### src/hdl/timestamp_sync_interpolator_defines.svh
// Assertion helpers, clocked on clk and disabled during reset
`ifndef TIMESTAMP_SYNC_INTERPOLATOR_DEFINES_SVH
`define TIMESTAMP_SYNC_INTERPOLATOR_DEFINES_SVH

// condition must hold on every edge out of reset
`define TSI_ASSERT_ALWAYS(lbl, cond, msg) \
	lbl: assert property (@(posedge clk) disable iff (!arst_n) (cond)) else $error(msg);

// antecedent implies consequent in the same cycle
`define TSI_ASSERT_IMPL(lbl, ante, cons, msg) \
	lbl: assert property (@(posedge clk) disable iff (!arst_n) (ante) |-> (cons)) else $error(msg);

// antecedent implies consequent in the next cycle
`define TSI_ASSERT_NEXT(lbl, ante, cons, msg) \
	lbl: assert property (@(posedge clk) disable iff (!arst_n) (ante) |=> (cons)) else $error(msg);

`endif

### src/hdl/tsi_pkg.sv
`default_nettype none
package tsi_pkg;

	localparam int QUEUE_DEPTH = 16;
	localparam int IDX_W = $clog2(QUEUE_DEPTH);
	localparam int FILL_W = $clog2(QUEUE_DEPTH + 1);
	localparam int WEIGHT_BITS = 16;
	localparam int W_W = WEIGHT_BITS + 1;
	localparam int DIV_STEPS = WEIGHT_BITS + 1;
	localparam int DCNT_W = $clog2(DIV_STEPS);
	localparam int NUM_FIELDS = 6;
	localparam int FLD_W = $clog2(NUM_FIELDS);
	localparam int VAL_W = 40;
	localparam int PROD_W = VAL_W + W_W + 1;
	localparam logic [19:0] GAP_RESET = 20'd10000;

	typedef enum logic [1:0] {
		OC_SYNCED = 2'd0,
		OC_FEW    = 2'd1,
		OC_EARLY  = 2'd2,
		OC_GAP    = 2'd3
	} outcome_t;

	typedef enum logic [3:0] {
		ST_IDLE, ST_LOOP, ST_RD_F, ST_RD_B, ST_CAP, ST_EVAL,
		ST_DIV, ST_MUL, ST_ACC, ST_RESULT
	} state_t;

	typedef struct packed {
		logic [47:0]        stamp;
		logic [7:0]         status;
		logic signed [37:0] lat;
		logic signed [38:0] lon;
		logic signed [27:0] alt;
		logic signed [31:0] east;
		logic signed [31:0] north;
		logic signed [31:0] up;
	} entry_t;

	typedef struct packed {
		logic             latch;
		logic             push;
		logic             pop;
		logic             rd_back;
		logic             cap_front;
		logic             cap_back;
		logic             div_init;
		logic             div_step;
		logic             div_first;
		logic             mul;
		logic             acc;
		logic [FLD_W-1:0] fld;
		logic             set_code;
		outcome_t         code;
		logic             out_load;
	} cmd_t;

	typedef struct packed {
		logic fill_lt2;
		logic f_gt_t;
		logic b_lt_t;
		logic gap_bad;
		logic out_busy;
	} stat_t;

	// index sum with wrap at the queue depth
	function automatic logic [IDX_W-1:0] wrap_add(logic [IDX_W-1:0] a, logic [FILL_W-1:0] b);
		logic [FILL_W:0] s;
		s = {{(FILL_W+1-IDX_W){1'b0}}, a} + {1'b0, b};
		if (s >= (FILL_W+1)'(QUEUE_DEPTH))
			s = s - (FILL_W+1)'(QUEUE_DEPTH);
		return s[IDX_W-1:0];
	endfunction

	// position field k of an entry, sign extended
	function automatic logic signed [VAL_W-1:0] field_val(entry_t e, logic [FLD_W-1:0] k);
		logic signed [VAL_W-1:0] v;
		unique case (k)
			3'd0: v = VAL_W'(e.lat);
			3'd1: v = VAL_W'(e.lon);
			3'd2: v = VAL_W'(e.alt);
			3'd3: v = VAL_W'(e.east);
			3'd4: v = VAL_W'(e.north);
			default: v = VAL_W'(e.up);
		endcase
		return v;
	endfunction

endpackage
`default_nettype wire

### src/hdl/tsi_ctrl.sv
`default_nettype none
module tsi_ctrl (
	input  wire logic          clk,
	input  wire logic          arst_n,
	input  wire logic          in_valid,
	output logic               in_ready,
	input  wire logic          action,
	input  wire tsi_pkg::stat_t stat,
	output tsi_pkg::cmd_t      cmd
);
	tsi_pkg::state_t state_q, state_d;
	logic [tsi_pkg::DCNT_W-1:0] dcnt_q, dcnt_d;
	logic [tsi_pkg::FLD_W-1:0]  fld_q, fld_d;

	// state and counters
	always_ff @(posedge clk or negedge arst_n) begin
		if (!arst_n) begin
			state_q <= tsi_pkg::ST_IDLE;
			dcnt_q <= '0;
			fld_q <= '0;
		end else begin
			state_q <= state_d;
			dcnt_q <= dcnt_d;
			fld_q <= fld_d;
		end
	end

	// next state and commands
	always_comb begin
		state_d = state_q;
		dcnt_d = dcnt_q;
		fld_d = fld_q;
		cmd = '0;
		cmd.code = tsi_pkg::OC_SYNCED;
		cmd.fld = fld_q;
		in_ready = 1'b0;
		unique case (state_q)
			tsi_pkg::ST_IDLE: begin
				in_ready = 1'b1;
				if (in_valid) begin
					if (!action) begin
						cmd.push = 1'b1;
					end else begin
						cmd.latch = 1'b1;
						state_d = tsi_pkg::ST_LOOP;
					end
				end
			end
			tsi_pkg::ST_LOOP: begin
				if (stat.fill_lt2) begin
					cmd.set_code = 1'b1;
					cmd.code = tsi_pkg::OC_FEW;
					state_d = tsi_pkg::ST_RESULT;
				end else begin
					state_d = tsi_pkg::ST_RD_F;
				end
			end
			tsi_pkg::ST_RD_F: state_d = tsi_pkg::ST_RD_B;
			tsi_pkg::ST_RD_B: begin
				cmd.cap_front = 1'b1;
				cmd.rd_back = 1'b1;
				state_d = tsi_pkg::ST_CAP;
			end
			tsi_pkg::ST_CAP: begin
				cmd.cap_back = 1'b1;
				state_d = tsi_pkg::ST_EVAL;
			end
			tsi_pkg::ST_EVAL: begin
				priority if (stat.f_gt_t) begin
					cmd.set_code = 1'b1;
					cmd.code = tsi_pkg::OC_EARLY;
					state_d = tsi_pkg::ST_RESULT;
				end else if (stat.b_lt_t) begin
					cmd.pop = 1'b1;
					state_d = tsi_pkg::ST_LOOP;
				end else if (stat.gap_bad) begin
					cmd.pop = 1'b1;
					cmd.set_code = 1'b1;
					cmd.code = tsi_pkg::OC_GAP;
					state_d = tsi_pkg::ST_RESULT;
				end else begin
					cmd.div_init = 1'b1;
					dcnt_d = '0;
					state_d = tsi_pkg::ST_DIV;
				end
			end
			tsi_pkg::ST_DIV: begin
				cmd.div_step = 1'b1;
				cmd.div_first = (dcnt_q == '0);
				dcnt_d = dcnt_q + 1'b1;
				if (dcnt_q == tsi_pkg::DCNT_W'(tsi_pkg::DIV_STEPS - 1)) begin
					fld_d = '0;
					state_d = tsi_pkg::ST_MUL;
				end
			end
			tsi_pkg::ST_MUL: begin
				cmd.mul = 1'b1;
				state_d = tsi_pkg::ST_ACC;
			end
			tsi_pkg::ST_ACC: begin
				cmd.acc = 1'b1;
				if (fld_q == tsi_pkg::FLD_W'(tsi_pkg::NUM_FIELDS - 1)) begin
					cmd.set_code = 1'b1;
					cmd.code = tsi_pkg::OC_SYNCED;
					state_d = tsi_pkg::ST_RESULT;
				end else begin
					fld_d = fld_q + 1'b1;
					state_d = tsi_pkg::ST_MUL;
				end
			end
			tsi_pkg::ST_RESULT: begin
				if (!stat.out_busy) begin
					cmd.out_load = 1'b1;
					state_d = tsi_pkg::ST_IDLE;
				end
			end
			default: state_d = tsi_pkg::ST_IDLE;
		endcase
	end
endmodule
`default_nettype wire

### config.mk
export PLATFORM = sky130hd
export DESIGN_NAME = tsi_ctrl
export DESIGN_NICKNAME = d
export VERILOG_FILES = /design/src/hdl/timestamp_sync_interpolator_defines.svh /design/src/hdl/tsi_pkg.sv /design/src/hdl/tsi_ctrl.sv
export SDC_FILE = /design/constraint.sdc
export NUM_CORES = 1
export LEC_CHECK = 0
export ABC_AREA = 1
export CORE_UTILIZATION = 40
export CTS_CLUSTER_SIZE = 14
export DETAILED_ROUTE_END_ITERATION = 16
export DONT_BUFFER_PORTS = 1
export PLACE_DENSITY = 0.63
export SYNTH_ARGS = -nofsm -noshare
export SYNTH_HDL_FRONTEND = slang
export SYNTH_SLANG_ARGS = --single-unit
### constraint.sdc
create_clock -name clk -period 1.8 [get_ports clk]
set_clock_uncertainty 0.2 [all_clocks]
set_input_delay 0.36 -clock clk [delete_from_list [all_inputs] [get_ports clk]]
set_output_delay 0.36 -clock clk [all_outputs]
set_load 0.1 [all_outputs]
== After elaboration in Yosys (flattened, before gate mapping) ==
Cells that the tools add are included.

* Bits in registers: 12
* Input bits: 9
* Logic and storage cells: 74

* Add/sub/neg operators: 2
* Equal/unequal tests: 19
* Muxes and demuxes: 43
* Reductions and logical operators: 7

{| class="wikitable"
|+ Operators with widths
! operator !! count
|-
| case mux 4 bit (10 select lines) || 1
|-
| 2-to-1 mux 4 bit || 9
|-
| 2-to-1 mux 3 bit || 7
|-
| equality test 4 x 3 -> 1 bit, second input constant || 4
|-
| 2-to-1 mux 1 bit || 16
|-
| inequality test 2 bit, second input constant || 8
|-
| 2-to-1 mux 5 bit || 3
|-
| case mux 5 bit (2 select lines) || 1
|-
| case mux 3 bit (3 select lines) || 1
|-
| equality test 4 x 2 -> 1 bit, second input constant || 2
|-
| equality test 4 bit, second input constant || 2
|-
| 2-to-1 mux 2 bit || 4
|-
| AND reduction 4 bit || 2
|-
| case mux 3 bit (2 select lines) || 1
|-
| adder 5 x 1 -> 5 bit, second input constant || 1
|-
| equality test 5 bit, second input constant || 1
|-
| zero test 5 bit || 1
|-
| equality test 4 x 1 -> 1 bit, second input constant || 1
|-
| zero test 4 bit || 1
|-
| nonzero test 2 bit || 2
|-
| adder 3 x 1 -> 3 bit, second input constant || 1
|-
| equality test 3 bit, second input constant || 1
|-
| AND reduction 3 bit || 1
|}

== Longest topological paths before layout ==
* Depth after elaboration: 4
* Depth in mapped cells: 8
* Gate-level depth less buffers: 8

== Worst setup path after synthesis ==
No wires, ideal clock.

* Path type: reg2out
* From: register state_q[2]
* To: output cmd[14] (netlist bit)
* Data arrival time: 3,360 ps
* Data required time: 1,240 ps
* Setup slack: -2,120 ps
* Cell stages (with the launch flop): 5
* Path through: dfrtp_1 nor2_1 inv_1 nor3_1 buf_4

{| class="wikitable"
|+ RTL lines
! item !! RTL line !! source
|-
| start: declaration || tsi_ctrl.sv:11 || <nowiki>tsi_pkg::state_t state_q, state_d;</nowiki>
|-
| start signal: assignment || tsi_ctrl.sv:18 || <nowiki>state_q <= tsi_pkg::ST_IDLE;</nowiki>
|-
| start signal: assignment || tsi_ctrl.sv:22 || <nowiki>state_q <= state_d;</nowiki>
|-
| end: declaration || tsi_ctrl.sv:9 || <nowiki>output tsi_pkg::cmd_t cmd</nowiki>
|}

==> results.txt <==
Syn Nets = 135
CTS tree = done
Placed cell area = 1489 um^2
FF+latch count, synth = 12
Number of buffers created by CTS = 3
Critical-path top delay cell = dfrtp_2
Clock Latency Late Sink = 270 ps
Most common cell on crit path = nor2_4
CP cell instances = inv_2 -> nand2_4 -> nor2_4 -> inv_4 -> buf_6 -> nor2_4 -> buf_12
Largest buffer count on any clock path = 2
Worst hold path startpoint = stat[0]
Clock transition at path regs = 80 ps
Gr ovfl total = 0
Routed wire length = 3024 um
CP Data Required Time = 1240 ps
Synth warn = 0
Buf/Inv on CP = 4
CP Max Fanout = 4
Worst hold path class = input pin to flip-flop
Startpoint types = flip-flop
Largest net degree at the start of global routing = 13
Design area = 1729 um^2
Final worst path period share = 117.8%
Critical Setup Path Class = flip-flop to output pin
Initial Utilization = 44.36%
H-Tree Depth = 1
Synth Instances = 122
Slew HR = 59.26%
Status = complete, but fails checks
Starting DRT DRC Count = 14
Yosys cell types = 25
Sink Count = 12
Fmax = 0.4714 GHz
Async SR Flop Fraction = 100.0%
Leakage Power = 0.7948 nW
GRT Total Usage = 24.50%
Area grow syn2layout = 90.88%
Final worst slack = -321.3 ps
# rows = 16
Root Driver = clkbuf_4
Minimum clock period = 2121 ps
Pwr Density = 1848 nW/um^2
Final Hold Fails = 0
Hpwl dp = 1982 um
Layout cells sized above 1 = 60.00%
Largest delay contributor family on the critical path = buffers and inverters
Post-synth top area share = 33.15%
Final antenna-violating net count = 0
Synth area leader = dfrtp_1
Pre-antenna DRT Iters = 4
Finished Layout Cells = 197
Boundary Pins = 28
Failing checks = negative setup slack
Initial antenna violation count = 0
Syn Area/Cell = 7.425 um^2
Commonest cells post-synth = nand2_1, inv_1, nor2_1
Die footprint = 2459 um^2
GPL Wtd Cong = 0.8710
Post-synth EDFFs = 0
Placed Instances = 180
CP arrival = 1560 ps
DIE HEIGHT = 49.59 um
Critical Path Source = state_q[1]
Vias in the first global route = 1040
Setup Slack @ Placement = -46.41 ps
Peak supply drop = 1948 uV
Routed vias/inst = 5.198
Mapped Area = 905.9 um^2
Die X = 49.59 um
Synth top area cells = dfrtp_1, nand2_1, inv_1, ha_1, nand3_1
Finished Core Util = 84.68%
Fin nets = 184
PortBufs = 0
Ant diodes = 0
CP max stage delay = 460 ps
Sequential element share of the synthesized area = 33.15%
DRC errors left = 0
Via count = 1024
Max Slew Vio Count = 0
Fillers = 116
Worst Setup End Kind = output pin
Count leader, synth = nand2_1
Final setup fails = 16
RSZ-0062 raised after global routing = yes
First-pass GRT wire length = 4485 um
Worst r2r src = state_q[1]
Max cap viols = 0
WL/cell = 15.35 um
Most used DFF post-synth = dfrtp_1
Slew @ Worst Pin = 609.1 ps
Std-Cell Core Area = 2042 um^2
## cell usage in the layout (no fill, tap or decap), drive strengths merged, types with 2 or more instances in the layout
master / synthesis / routed
ha: 4 / 4
clkinvlp: 0 / 2
nor3: 3 / 3
nor2: 19 / 19
nand4: 3 / 3
clkbuf: 0 / 5
nand3: 10 / 10
o22ai: 2 / 2
nand2: 30 / 30
o21ai: 8 / 8
dfrtp: 12 / 12
buf: 1 / 43
inv: 23 / 21
xor2: 3 / 3
## final cells by class
type                       count  area, um^2  area share (%)
multi-input combinational     86       676.9           39.15
clock buffer                   4       36.28           2.098
tap                           27       33.78           1.954
inverter                      23       101.3           5.861
sequential                    12       314.1           18.16
timing repair buffer          45       566.8           32.78
## state kept, by name, summed over array words and instances (netlist names)
signal	cells
dcnt_q	5
fld_q	3
state_q	4
## worst paths after layout
kind	to	slack (ps)	depth (start not counted)
worst max-delay path	cmd[11]	-320	7
worst min-delay path	state_q[0]	110	2
worst max register to register	dcnt_q[4]	20	11
worst min register to register	fld_q[2]	380	2
max in group asynchronous	fld_q[1]	620	1
min in group asynchronous	fld_q[0]	330	1
## what timing repair did
item | CTS | global route
buffers inserted | 6 | 9
gates cloned | 0 | 0
hold endpoints to repair | 12 | 0
hold buffers | 1 | 0
pin swaps | 5 | 12
resized for setup | 16 | 19
setup endpoints to repair | 18 | 17
## per-layer routing
metal  vias to the layer above  track usage [%]  part of all wire, %
li1                        480                -                    -
met1                       499            26.01                   38
met2                        39            46.62                   54
met3                         6            5.247                  5.8
met4                         0            8.571                  1.8
met5                         -                0                    0
## report_power, final
part	switching, mW	internal, mW
Combinational	1.49	0.941
Clock	0.0974	0.123
Sequential	0.156	0.387
## through the flow
stage               power, mW  hold WS (ps)  TNS [ps]
finish                  3.196         115.0     -3995
global placement        2.526        -135.3         0
floorplan               1.907        -135.6     -3535
global route            3.361         106.6     -5050
detailed placement      2.593        -135.3    -204.2
CTS                     2.928         96.62     -3815
## worst reg2reg max path, cell delays in order, from the launching register on
cell	delay (ps)
dfrtp_2	460
inv_2	100
nand2_4	70
nor2_4	160
inv_4	60
buf_6	120
nor2_4	130
buf_4	120
buf_4	100
nor2_1	40
nand2_1	50
o21ai_1	60
## cells by family (layout without fill, tap and decap cells)
| kind of cell | after synthesis | after routing | synth area share (%) |
|---|---|---|---|
| xor gates and xnor gates | 4 | 4 | 3.868 |
| buffers and inverters | 24 | 72 | 10.64 |
| AOI/OAI and AO/OA | 12 | 12 | 8.839 |
| adders and majority gates | 4 | 4 | 5.525 |
| and+or+nand+nor | 66 | 66 | 37.98 |
| DFF | 12 | 12 | 33.15 |
Note: power is estimated with default switching activity, not from simulation.
